[config.mk]
export PLATFORM = sky130hd
export DESIGN_NAME = lcg_random_word_generator_core
export DESIGN_NICKNAME = d
export VERILOG_FILES = /design/src/rtl/lrwg_pkg.sv /design/src/rtl/lcg_random_word_generator_core.sv /design/src/rtl/lrwg_front.sv /design/src/rtl/lrwg_fifo.sv /design/src/rtl/lrwg_back.sv
export SDC_FILE = /design/constraint.sdc
export NUM_CORES = 1
export LEC_CHECK = 0
export BUFFER_PORTS_ARGS = -buffer_cell sky130_fd_sc_hd__buf_2
export CELL_PAD_IN_SITES_DETAIL_PLACEMENT = 1
export CELL_PAD_IN_SITES_GLOBAL_PLACEMENT = 1
export CORE_UTILIZATION = 40
export CTS_CLUSTER_SIZE = 10
export DETAILED_ROUTE_END_ITERATION = 7
export PLACE_DENSITY = 0.77
export SYNTH_ARGS = -nofsm -noshare
export SYNTH_HDL_FRONTEND = slang
export SYNTH_SLANG_ARGS = --single-unit
[constraint.sdc]
create_clock -name clk_i -period 11 [get_ports clk_i]
set_input_delay 0 -clock clk_i [delete_from_list [all_inputs] [get_ports clk_i]]
set_output_delay 0 -clock clk_i [all_outputs]
set_load 0.05 [all_outputs]
[src/rtl/lrwg_pkg.sv]
`timescale 1ns / 1ps
// ----------------------------------------------------------------------------
// lrwg_pkg
// Shared types and constants of the LCG random word generator.
// ----------------------------------------------------------------------------
package lrwg_pkg;

  // Generator constants: state <- (LcgMul * state + LcgInc) mod 2^31
  localparam int unsigned LcgWidth = 31;
  localparam logic [LcgWidth-1:0] LcgMul = 31'd1103515245;
  localparam logic [LcgWidth-1:0] LcgInc = 31'd12345;

  // Letter scaling: 'a' + ((state * 26) >> 31)
  localparam logic [6:0] LetterBase = 7'd97;
  localparam logic [4:0] LetterSpan = 5'd26;

  // Word length saturation
  localparam int unsigned MaxWordLen = 15;
  localparam int unsigned ResultCap  = 15;
  localparam logic [3:0]  LenCap     = (MaxWordLen < ResultCap) ? 4'(MaxWordLen)
                                                                 : 4'(ResultCap);

  // Command queue default depth
  localparam int unsigned QueueDepth = 2;

  // Operation codes
  localparam logic OpSeed = 1'b0;
  localparam logic OpWord = 1'b1;

  // Configuration register indexes
  localparam logic CfgMinLen = 1'b0;
  localparam logic CfgMaxLen = 1'b1;

  localparam logic [3:0] MinLenReset = 4'd3;
  localparam logic [3:0] MaxLenReset = 4'd10;

  typedef struct packed {
    logic        op;
    logic [30:0] seed_value;
  } in_word_t;

  typedef struct packed {
    logic [6:0] letter;
    logic [3:0] position;
    logic       last;
  } out_word_t;

  // Classified command passed from the front to the back
  typedef struct packed {
    logic        is_word;
    logic [30:0] seed;
    logic [3:0]  lo;
    logic [4:0]  span;
    logic        fixed_len;
  } cmd_t;

  typedef enum logic [1:0] {
    BackIdle,
    BackLenAdv,
    BackLenDraw,
    BackEmit
  } back_state_e;

endpackage

[src/rtl/lcg_random_word_generator_core.sv]
`timescale 1ns / 1ps
// ----------------------------------------------------------------------------
// lcg_random_word_generator_core
// Random lowercase word generator on a 31-bit linear congruential generator.
// ----------------------------------------------------------------------------
// Usage:
//   Input channel (in_valid_i / in_stall_o / in_word_i): op 0 loads seed_value
//   into the generator, op 1 asks for one word. Output channel (out_valid_o /
//   out_stall_i / out_word_o): one word per letter with its position, and
//   last set on the final letter. A zero-length word yields nothing.
//   Config port: cfg_we_i writes cfg_wdata_i to min_len (index 0) or max_len
//   (index 1); write only while the block is idle.
//   Throughput: a seed is loaded as the idle engine pops it; a word passes
//   through the pop, a length advance (only if the bounds differ), the
//   length draw and its letters, paced by the single generator multiplier
//   that steps at most once per cycle and waits while the output stalls.
//   A two-entry command queue lets new input words be taken while a word
//   is still being produced. The first letter is emitted after the draw.
//   Stall: the output register holds its word while out_stall_i is high and
//   the engine waits; the queue then fills and in_stall_o rises.
//   Reset: generator state 0, min_len 3, max_len 10, queue and output empty.
// ----------------------------------------------------------------------------
module lcg_random_word_generator_core #(
  parameter int unsigned QueueDepth = lrwg_pkg::QueueDepth
) (
  input  logic                clk_i,
  input  logic                rst_ni,
  input  logic                cfg_we_i,
  input  logic                cfg_index_i,
  input  logic [3:0]          cfg_wdata_i,
  input  logic                in_valid_i,
  output logic                in_stall_o,
  input  lrwg_pkg::in_word_t  in_word_i,
  output logic                out_valid_o,
  input  logic                out_stall_i,
  output lrwg_pkg::out_word_t out_word_o
);

  // front -> queue
  logic           push;
  logic           full;
  lrwg_pkg::cmd_t push_cmd;

  // queue -> back
  logic           pop;
  logic           empty;
  lrwg_pkg::cmd_t pop_cmd;

  // Front: bounds registers, request classification
  lrwg_front u_front (
    .clk_i       (clk_i),
    .rst_ni      (rst_ni),
    .cfg_we_i    (cfg_we_i),
    .cfg_index_i (cfg_index_i),
    .cfg_wdata_i (cfg_wdata_i),
    .in_valid_i  (in_valid_i),
    .in_word_i   (in_word_i),
    .in_stall_o  (in_stall_o),
    .full_i      (full),
    .push_o      (push),
    .cmd_o       (push_cmd)
  );

  // Command queue keeps seeds and words in order
  lrwg_fifo #(
    .Depth (QueueDepth)
  ) u_fifo (
    .clk_i       (clk_i),
    .rst_ni      (rst_ni),
    .push_i      (push),
    .push_data_i (push_cmd),
    .full_o      (full),
    .pop_i       (pop),
    .pop_data_o  (pop_cmd),
    .empty_o     (empty)
  );

  // Back: generator state, length draw, letter sequencing, output register
  lrwg_back u_back (
    .clk_i       (clk_i),
    .rst_ni      (rst_ni),
    .cmd_i       (pop_cmd),
    .cmd_empty_i (empty),
    .cmd_pop_o   (pop),
    .out_valid_o (out_valid_o),
    .out_stall_i (out_stall_i),
    .out_word_o  (out_word_o)
  );

endmodule

[src/rtl/lrwg_front.sv]
`timescale 1ns / 1ps
// ----------------------------------------------------------------------------
// lrwg_front
// Holds the length bounds, accepts input words and turns them into commands.
// ----------------------------------------------------------------------------
module lrwg_front (
  input  logic              clk_i,
  input  logic              rst_ni,
  input  logic              cfg_we_i,
  input  logic              cfg_index_i,
  input  logic [3:0]        cfg_wdata_i,
  input  logic              in_valid_i,
  input  lrwg_pkg::in_word_t in_word_i,
  output logic              in_stall_o,
  input  logic              full_i,
  output logic              push_o,
  output lrwg_pkg::cmd_t    cmd_o
);

  logic [3:0] min_len_q;
  logic [3:0] max_len_q;
  logic [3:0] lo;
  logic [3:0] hi;

  always_ff @(posedge clk_i or negedge rst_ni) begin
    if (!rst_ni) begin
      min_len_q <= lrwg_pkg::MinLenReset;
      max_len_q <= lrwg_pkg::MaxLenReset;
    end else if (cfg_we_i) begin
      unique case (cfg_index_i)
        lrwg_pkg::CfgMinLen: min_len_q <= cfg_wdata_i;
        lrwg_pkg::CfgMaxLen: max_len_q <= cfg_wdata_i;
        default: ;
      endcase
    end
  end

  // Reversed bounds are swapped for the draw only
  always_comb begin
    if (min_len_q > max_len_q) begin
      lo = max_len_q;
      hi = min_len_q;
    end else begin
      lo = min_len_q;
      hi = max_len_q;
    end
  end

  always_comb begin
    cmd_o.is_word   = (in_word_i.op == lrwg_pkg::OpWord);
    cmd_o.seed      = in_word_i.seed_value;
    cmd_o.lo        = lo;
    // full range 0..15 needs 16, one bit above the bounds
    cmd_o.span      = {1'b0, hi} - {1'b0, lo} + 5'd1;  // unused when fixed_len
    cmd_o.fixed_len = (lo == hi);
  end

  assign in_stall_o = full_i;
  assign push_o     = in_valid_i && !full_i;

endmodule

[src/rtl/lrwg_fifo.sv]
`timescale 1ns / 1ps
// ----------------------------------------------------------------------------
// lrwg_fifo
// Short command queue between the front and the back.
// ----------------------------------------------------------------------------
module lrwg_fifo #(
  parameter int unsigned Depth = lrwg_pkg::QueueDepth
) (
  input  logic           clk_i,
  input  logic           rst_ni,
  input  logic           push_i,
  input  lrwg_pkg::cmd_t push_data_i,
  output logic           full_o,
  input  logic           pop_i,
  output lrwg_pkg::cmd_t pop_data_o,
  output logic           empty_o
);

  localparam int unsigned PtrW = (Depth > 1) ? $clog2(Depth) : 1;
  localparam int unsigned CntW = $clog2(Depth + 1);
  localparam logic [PtrW-1:0] LastPtr = PtrW'(Depth - 1);
  localparam logic [CntW-1:0] FullCnt = CntW'(Depth);

  lrwg_pkg::cmd_t mem_q [Depth];
  logic [PtrW-1:0] wr_ptr_q, wr_ptr_d;
  logic [PtrW-1:0] rd_ptr_q, rd_ptr_d;
  logic [CntW-1:0] cnt_q, cnt_d;
  logic            do_push;
  logic            do_pop;

  assign full_o     = (cnt_q == FullCnt);
  assign empty_o    = (cnt_q == '0);
  assign do_push    = push_i && !full_o;
  assign do_pop     = pop_i && !empty_o;
  assign pop_data_o = mem_q[rd_ptr_q];

  always_comb begin
    wr_ptr_d = wr_ptr_q;
    rd_ptr_d = rd_ptr_q;
    cnt_d    = cnt_q;
    if (do_push) wr_ptr_d = (wr_ptr_q == LastPtr) ? '0 : wr_ptr_q + 1'b1;
    if (do_pop)  rd_ptr_d = (rd_ptr_q == LastPtr) ? '0 : rd_ptr_q + 1'b1;
    if (do_push && !do_pop) cnt_d = cnt_q + 1'b1;
    else if (do_pop && !do_push) cnt_d = cnt_q - 1'b1;
  end

  always_ff @(posedge clk_i or negedge rst_ni) begin
    if (!rst_ni) begin
      wr_ptr_q <= '0;
      rd_ptr_q <= '0;
      cnt_q    <= '0;
    end else begin
      wr_ptr_q <= wr_ptr_d;
      rd_ptr_q <= rd_ptr_d;
      cnt_q    <= cnt_d;
    end
  end

  always_ff @(posedge clk_i) begin
    if (do_push) mem_q[wr_ptr_q] <= push_data_i;
  end

endmodule

[src/rtl/lrwg_back.sv]
`timescale 1ns / 1ps
// ----------------------------------------------------------------------------
// lrwg_back
// LCG engine: seed loads and word commands, one generator step a cycle at most.
// ----------------------------------------------------------------------------
module lrwg_back (
  input  logic                clk_i,
  input  logic                rst_ni,
  input  lrwg_pkg::cmd_t      cmd_i,
  input  logic                cmd_empty_i,
  output logic                cmd_pop_o,
  output logic                out_valid_o,
  input  logic                out_stall_i,
  output lrwg_pkg::out_word_t out_word_o
);

  lrwg_pkg::back_state_e state_q, state_d;

  logic [30:0] lcg_q;
  logic [3:0]  lo_q;
  logic [4:0]  span_q;
  logic        fixed_q;
  logic [3:0]  len_q;
  logic [3:0]  cnt_q;
  logic        out_valid_q;
  lrwg_pkg::out_word_t out_q;

  logic [30:0] mul_lo;
  logic [30:0] lcg_next;
  logic [4:0]  scale_b;
  logic [35:0] scale_prod;
  logic [4:0]  draw;
  logic [3:0]  len_raw;
  logic [3:0]  len_cap;
  logic        out_free;
  logic        is_last;

  // control
  logic load_seed;
  logic latch_cmd;
  logic lcg_step;
  logic start_word;
  logic emit;

  // Generator step, low 31 bits only
  assign mul_lo   = lcg_q * lrwg_pkg::LcgMul;
  assign lcg_next = mul_lo + lrwg_pkg::LcgInc;

  // Shared scaler: length draw or letter draw
  assign scale_b    = (state_q == lrwg_pkg::BackLenDraw) ? span_q
                                                         : lrwg_pkg::LetterSpan;
  assign scale_prod = {5'b0, lcg_q} * {31'b0, scale_b};
  assign draw       = scale_prod[35:31];

  assign len_raw  = fixed_q ? lo_q : lo_q + draw[3:0];
  assign len_cap  = (len_raw > lrwg_pkg::LenCap) ? lrwg_pkg::LenCap : len_raw;
  assign out_free = !out_valid_q || !out_stall_i;
  assign is_last  = (cnt_q == len_q - 4'd1);

  // Next state
  always_comb begin
    state_d = state_q;
    unique case (state_q)
      lrwg_pkg::BackIdle: begin
        if (!cmd_empty_i && cmd_i.is_word) begin
          state_d = cmd_i.fixed_len ? lrwg_pkg::BackLenDraw : lrwg_pkg::BackLenAdv;
        end
      end
      lrwg_pkg::BackLenAdv:  state_d = lrwg_pkg::BackLenDraw;
      lrwg_pkg::BackLenDraw: state_d = (len_cap == '0) ? lrwg_pkg::BackIdle
                                                       : lrwg_pkg::BackEmit;
      lrwg_pkg::BackEmit: begin
        if (out_free && is_last) state_d = lrwg_pkg::BackIdle;
      end
      default: state_d = lrwg_pkg::BackIdle;
    endcase
  end

  // Control outputs
  always_comb begin
    cmd_pop_o  = 1'b0;
    load_seed  = 1'b0;
    latch_cmd  = 1'b0;
    lcg_step   = 1'b0;
    start_word = 1'b0;
    emit       = 1'b0;
    unique case (state_q)
      lrwg_pkg::BackIdle: begin
        if (!cmd_empty_i) begin
          cmd_pop_o = 1'b1;
          load_seed = !cmd_i.is_word;
          latch_cmd = cmd_i.is_word;
        end
      end
      lrwg_pkg::BackLenAdv: lcg_step = 1'b1;
      lrwg_pkg::BackLenDraw: begin
        // step for the first letter alongside the length draw
        start_word = (len_cap != '0);
        lcg_step   = (len_cap != '0);
      end
      lrwg_pkg::BackEmit: begin
        emit     = out_free;
        lcg_step = out_free && !is_last;
      end
      default: ;
    endcase
  end

  always_ff @(posedge clk_i or negedge rst_ni) begin
    if (!rst_ni) begin
      state_q     <= lrwg_pkg::BackIdle;
      lcg_q       <= '0;
      out_valid_q <= 1'b0;
    end else begin
      state_q <= state_d;
      if (load_seed)     lcg_q <= cmd_i.seed;
      else if (lcg_step) lcg_q <= lcg_next;
      if (emit)              out_valid_q <= 1'b1;
      else if (!out_stall_i) out_valid_q <= 1'b0;
    end
  end

  always_ff @(posedge clk_i) begin
    if (latch_cmd) begin
      lo_q    <= cmd_i.lo;
      span_q  <= cmd_i.span;
      fixed_q <= cmd_i.fixed_len;
    end
    if (start_word) begin
      len_q <= len_cap;
      cnt_q <= '0;
    end else if (emit) begin
      cnt_q <= cnt_q + 4'd1;
    end
    if (emit) begin
      out_q.letter   <= lrwg_pkg::LetterBase + {2'b0, draw};
      out_q.position <= cnt_q;
      out_q.last     <= is_last;
    end
  end

  assign out_valid_o = out_valid_q;
  assign out_word_o  = out_q;

endmodule
* Word-level counts from Yosys, hierarchy flattened
Memories as Yosys holds them, arrays and structs flattened.
Index checks and enable logic that the tools add are counted.
** Word-level totals
- Output and inout port bits :: 14
- Flip-flop bits (word level) :: 76
- Memory bits (writable) :: 84
- Logic and storage cells :: 97
- Input bits :: 42
- Memories kept :: 1
** Memory list
- u_fifo.mem_q :: words 2, bits a word 42, read ports 1, clocked after memory_dff 0, write ports 1, line lrwg_fifo.sv:24 : lrwg_pkg::cmd_t mem_q [Depth];
** Cells by class
- $add $sub $neg :: 11
- Eq/ne operators :: 9
- Order comparisons :: 2
- Bitwise gates (word level) :: 1
- Multipliers :: 2
- Reductions and logical operators :: 26
- Mux-type cells :: 29
** Operators with widths (number)
- 31-bit 2-to-1 mux :: 2
- 31-bit by 5-bit multiplier with 36-bit output :: 1
- 31-bit by 14-bit adder with 31-bit output (second input constant) :: 1
- 31-bit by 31-bit multiplier with 31-bit output (second input constant) :: 1
- 4-bit 2-to-1 mux :: 4
- 1-bit 2-to-1 mux :: 14
- 2-bit 2-to-1 mux :: 6
- 4-bit == test :: 2
- 1-bit logical AND :: 8
- 1-bit zero test :: 8
- 2-bit case mux with 4 select lines :: 1
- 6-bit by 6-bit adder with 7-bit output (first input constant) :: 1
- 2-bit == test (second input constant) :: 3
- 2-bit by 1-bit != test with 1-bit output (second input constant) :: 3
- 2-bit AND reduction :: 3
- 5-bit by 1-bit adder with 5-bit output (second input constant) :: 1
- 5-bit 2-to-1 mux :: 1
- 4-bit by 4-bit subtractor with 5-bit output :: 1
- 4-bit by 1-bit adder with 4-bit output (second input constant) :: 1
- 4-bit adder :: 1
- 4-bit > comparator :: 1
- 4-bit > comparator (second input constant) :: 1
- 2-bit zero test :: 2
- 4-bit zero test :: 1
- 10 further kinds :: 12

* Logic depth before layout (Yosys ltp)
- Depth in word-level cells :: 11
- Mapped depth :: 30
- Mapped depth without buffers :: 27

* Modules after synthesis
A second synthesis with hierarchy kept.
** Second synthesis, totals
- Cell total of the unflattened synthesis :: 1916
- Area total of the unflattened synthesis :: 19906.6 um2
** By module, submodules not included
- lrwg_back :: cells each 1668, sequential area each 1711.6 um2, instances 1, area each 15572.4 um2
- lrwg_fifo :: cells each 150, sequential area each 2622.5 um2, instances 1, area each 3429.5 um2
- lrwg_front :: cells each 98, sequential area each 205.2 um2, instances 1, area each 904.6 um2

* Worst setup path after synthesis
No wires, ideal clock.
- Path kind :: register to register
- Start point :: reg u_back.state_q[0]
- End point :: reg u_back.len_q[0] (enable)
- Data arrival time :: 6777 ps
- Period minus slack after synthesis :: 7156 ps
- Setup slack :: 3844 ps
- Path buffers :: 2
- Data required time :: 10620 ps
- Cell stages (with the launch flop) :: 27
- Library setup time :: 380 ps
- Path through :: dfrtp_1 clkbuf_1 nand2b_1 nor2_1 clkbuf_1 nor2_1 fa_1 fa_1 inv_1 fa_1 inv_1 ha_1 a211oi_1 a21oi_1 a2111oi_0 a211oi_2 o31a_1 o21ai_0 nor3b_1 nor2_1 ha_1 a21oi_1 nor3_1 o211ai_1 nand2_1 and3_1 nor3_1
** On the way
- Cells in the longest elaborated chain, start to end :: 9
** Ends and longest elaborated chain
- start: declaration :: line lrwg_back.sv:17 : lrwg_pkg::back_state_e state_q, state_d;
- start signal: assignment :: line lrwg_back.sv:111 : state_q <= lrwg_pkg::BackIdle;
- start signal: assignment :: line lrwg_back.sv:115 : state_q <= state_d;
- 2-bit == test (*) :: line lrwg_back.sv:50, lrwg_back.sv:87
- 5-bit 2-to-1 mux :: line lrwg_back.sv:50 : assign scale_b = (state_q == lrwg_pkg::BackLenDraw) ? span_q
- 31-bit by 5-bit multiplier with 36-bit output :: line lrwg_back.sv:52 : assign scale_prod = {5'b0, lcg_q} * {31'b0, scale_b};
- 4-bit adder :: line lrwg_back.sv:55 : assign len_raw = fixed_q ? lo_q : lo_q + draw[3:0];
- 4-bit 2-to-1 mux :: line lrwg_back.sv:55
- 4-bit > comparator :: line lrwg_back.sv:56 : assign len_cap = (len_raw > lrwg_pkg::LenCap) ? lrwg_pkg::LenCap : len_raw;
- 4-bit 2-to-1 mux :: line lrwg_back.sv:56
- 4-bit nonzero test :: line lrwg_back.sv:98 : start_word = (len_cap != '0);
- 1-bit 2-to-1 mux (*) :: line lrwg_back.sv:87 : unique case (state_q)
- net u_back.start_word :: line lrwg_back.sv:42 : logic start_word;
- end signal: assignment :: line lrwg_back.sv:130 : len_q <= len_cap;
- end: declaration :: line lrwg_back.sv:23 : logic [3:0] len_q;
The timed path passes the listed nets; every way through them passes the cells marked *.
A chain may end at the register's enable or synchronous reset.

* Final worst setup path
- Start point :: reg u_back.state_q[0]
- End point :: reg u_back.lcg_q[17]
** On the way
- Cells in the longest elaborated chain, start to end :: 10
- Elaborated cells on any way between the ends :: 15
- Those cells by class :: add/sub (1); mul (1); order compare (1); eq/ne (3); mux (6); reduce/logical (3)
** Ends and longest elaborated chain
- 2-bit == test (*) :: line lrwg_back.sv:50
- 5-bit 2-to-1 mux (*) :: line lrwg_back.sv:50
- 31-bit by 5-bit multiplier with 36-bit output (*) :: line lrwg_back.sv:52
- 4-bit adder (*) :: line lrwg_back.sv:55
- 4-bit 2-to-1 mux (*) :: line lrwg_back.sv:55
- 4-bit > comparator :: line lrwg_back.sv:56
- 4-bit 2-to-1 mux (*) :: line lrwg_back.sv:56
- net u_back.len_cap[2] :: line lrwg_back.sv:34 : logic [3:0] len_cap;
- 4-bit nonzero test (*) :: line lrwg_back.sv:99 : lcg_step = (len_cap != '0);
- 1-bit case mux with 3 select lines (*) :: line lrwg_back.sv:87
- 2-bit nonzero test (no source line) (*)
- end signal: assignment :: line lrwg_back.sv:116 : if (load_seed) lcg_q <= cmd_i.seed;
- end signal: assignment :: line lrwg_back.sv:117 : else if (lcg_step) lcg_q <= lcg_next;
- end: declaration :: line lrwg_back.sv:19 : logic [30:0] lcg_q;
Marks and branches as above.

==> metrics.md <==
| Metric | Value |
|---|---|
| Leading register cell type out of synthesis | edfxtp_1 |
| Slew @ Worst Pin | 1227 ps |
| Most Crowded Layer GR | met2 |
| Slowest CP cell | and2b_1 |
| Area growth, synth to finish | 10.24% |
| CP max stage delay | 1070 ps |
| Final min period | 8822 ps |
| Worst Path Required | around 11,000 ps |
| First-pass GRT wire length | 86,620 µm |
| Root buffer cell | clkbuf_16 |
| TritonCTS clock tree | yes |
| Met2 Use GR | around two fifths |
| Number of setup violations in the final report | 0 |
| Critical Path Most Common Cell | fa_1 |
| Cell Area, Synth | 19,140 µm² |
| Crit Path Category | flop to flop |
| CTS clk-pin slew, worst paths | 70 ps |
| Post-Layout Cell Count | approximately 2,600 |
| Die height | roughly 220 µm |
| GRT Residual Overflow | 0 |
| Data arrival time of the worst path | 9140 ps |
| Vias/cell | approximately 5.2 |
| Outcome | completed |
| RSZ-0062 raised after global routing | no |
| Remaining antenna violation count after routing | 0 |
| Crit end category | flop |
| Unique masters post-synth | a little over 60 |
| Placed Cells | between 2,000 and 2,500 |
| Max Fclk | between 100 and 150 MHz |
| Core area | about 47,000 µm² |
| HPWL after detailed placement | roughly 44,000 µm |
| Post-synth EDFFs | 110 |
| Mapped Cells | ~1,900 |
| Synth warnings | 0 |
| Starting density of the core | 40.84% |
| Initial DRC count | 766 |
| Final Max Tran Viols | 0 |
| Max clock buf depth | 2 |
| Site Rows | 79 |
| Gr usage total | about a quarter |
| Die W | 220.7 µm |
| Worst-skew pair later-pin latency | 440 ps |
| Drt drc | 0 |
| #FFs+latches synth | 160 |
| Max cap viols | 0 |
| Fin Clk Skew | 12.55 ps |
| Tcrit/Tclk final | ~80% |
| Worst min-delay path category | input pin to flop |
| Largest net degree at the start of global routing | 47 |
| Buf/Inv on CP | 2 |
| Final instance area | 21,100 µm² |
| Seq/Total Area, Yosys | 23.72% |
| Syn Nets | 2,409 |
| Slew HR | 17.99% |
| Total CTS buffers | 17 |
| H-tree depth | 4 |
| Initial antenna violation count | 1 |
| Syn Area/Cell | 10.34 µm² |
| Setup TNS | 0 ps |
| DRT Wirelength | around 55,000 µm |
| Met3 GRT Util | between 3 and 4% |
| Gpl congestion | 0.9171 |
| Most common cell after layout, fill and taps aside | inv_1 |
| Commonest cells after routing, fill and taps aside | inv_1 (489), fa_1 (271), ha_1 (246) |
| Crit path max-delay family | simple AND/OR/NAND/NOR gates |
| Met1 Use GR | 30.30% |
| Fraction of layout cells with a size suffix above 1 | 7.165% |
| Nets | 2,500 |
| Worst setup SP type | flop |
| Die ar. | 48,720 µm² |
| Async set-reset flop share out of synthesis | 28.75% |
| Fin. Hold Viols | 0 |
| # port buffers | 55 |
| Num ports | 56 |
| Routed wire per std cell | 21.53 µm |
| Worst-path fanout max | 34 |
| Vias in the first global route | 15,260 |
| TritonRoute pass-1 iters | 4 |
| Vias | roughly 13,000 |
| Total clock sinks | 160 |
| Post-placement cell area | 20,130 µm² |
## what timing repair did
action	in CTS	in global routing
buffers inserted	0	0
resized for setup	0	0
endpoints found under the hold margin	116	0
hold buffers	40	0
## stage by stage
step | setup WS, ps | util, % | hold WS [ps]
5_1_grt | 1548 | 45.02 | 100.2
3_3_place_gp | 2789 | 42.97 | 120.3
2_1_floorplan | 3844 | - | -295.6
6_report | 2178 | 45.02 | 97.75
3_5_place_dp | 2357 | 42.97 | 146.2
4_1_cts | 2260 | 45.02 | 68.32
## worst register-to-register path, stage by stage, from the launching register on
cell	delay, ps
dfrtp_1	510
and2b_1	1070
nand2b_1	290
nand2_1	180
fa_1	450
fa_1	400
fa_1	510
inv_1	50
ha_1	300
a211oi_1	240
a21oi_1	90
a2111oi_0	520
a211oi_2	210
o31a_1	350
o21ai_0	330
nor3b_1	410
nor2_1	160
ha_1	350
xnor2_1	150
nor2_1	50
a21oi_1	120
inv_1	70
nor3_1	410
and4_1	300
o31a_2	810
mux2_4	380
## Yosys cell counts (4+ instances only)
cell	n	area (µm²)
nand2_1	80	300.3
a21o_1	29	217.7
xor2_1	18	157.7
fa_1	271	5425
a211o_1	4	35.03
nor3_1	10	50.05
edfxtp_1	110	3303
and2_1	11	68.82
dfstp_2	4	105.1
o21ai_0	31	155.2
nor2_1	134	503.0
nand2b_1	13	81.33
buf_1	6	22.52
nand3_1	13	65.06
and3_1	42	262.8
o211ai_1	5	37.54
xnor2_1	56	490.5
dfrtp_1	42	1051
mux2_4	8	120.1
dfxtp_1	4	80.08
nand4_1	9	56.30
ha_1	246	3078
o21a_1	4	30.03
o21bai_1	5	37.54
a211oi_1	9	67.56
mux2_2	18	202.7
clkbuf_1	24	90.09
o31a_1	5	43.79
nor2b_1	6	37.54
mux2i_1	51	510.5
inv_1	489	1836
a21oi_1	43	215.2
## cells by family after synthesis
group / count (synthesis) / synth area share (%)
AND/OR/NAND/NOR: 335 / 8.095
multiplexers: 77 / 4.355
buffers and inverters: 523 / 10.33
XOR/XNOR: 74 / 3.387
adder cells (fa/ha/maj): 517 / 44.44
AO/OA/AOI/OAI: 164 / 5.675
flip-flops: 160 / 23.72
## sequential cells by signal, summed over array words and instances (netlist names), 2 cells and up
register           count
u_fifo.mem_q          84
u_back.lcg_q          31
u_back.out_word_o     12
u_back.span_q          5
u_back.cnt_q           4
u_back.len_q           4
u_back.lo_q            4
u_front.max_len_q      4
u_front.min_len_q      4
u_back.state_q         2
u_fifo.cnt_q           2
## metal layers
| metal | wire length (µm) | share of wire (%) |
|---|---|---|
| met1 | 23290 | 42 |
| met2 | 27250 | 49 |
| met3 | 2795 | 5.1 |
| met4 | 1816 | 3.3 |
| met5 | 0 | 0 |
## area by class of cell
type                       instances  area [µm²]
fill                            5240       25760
multi-input combinational       1167       12640
sequential                       160        4541
inverter                         489        1836
tap                              607       759.5
timing repair buffer             106       758.2
clock buffer                      18       429.2
clock inverter                    14       131.4
antenna                            1       2.502
## final timing paths
| kind | start | endpoint | slack (ps) | depth (start not counted) |
|---|---|---|---|---|
| max | u_back.state_q[0]$_DFFE_PN0P_ | u_back.lcg_q[17]$_DFFE_PN0P_ | 2180 | 25 |
| min | cfg_we_i | u_front.max_len_q[3]$_DFFE_PN1P_ | 100 | 3 |
| max reg2reg | u_back.state_q[0]$_DFFE_PN0P_ | u_back.lcg_q[17]$_DFFE_PN0P_ | 2180 | 25 |
| min reg2reg | u_back.cnt_q[3]$_SDFFE_PP0P_ | u_back.out_word_o[4]$_DFFE_PP_ | 530 | 0 |
| max in group asynchronous | rst_ni | u_back.lcg_q[15]$_DFFE_PN0P_ | 10340 | 3 |
| min in group asynchronous | rst_ni | u_front.min_len_q[3]$_DFFE_PN0P_ | 190 | 3 |
Power is not shown: default switching activity piles up to over one toggle a cycle in this logic, so the estimate is an artifact.
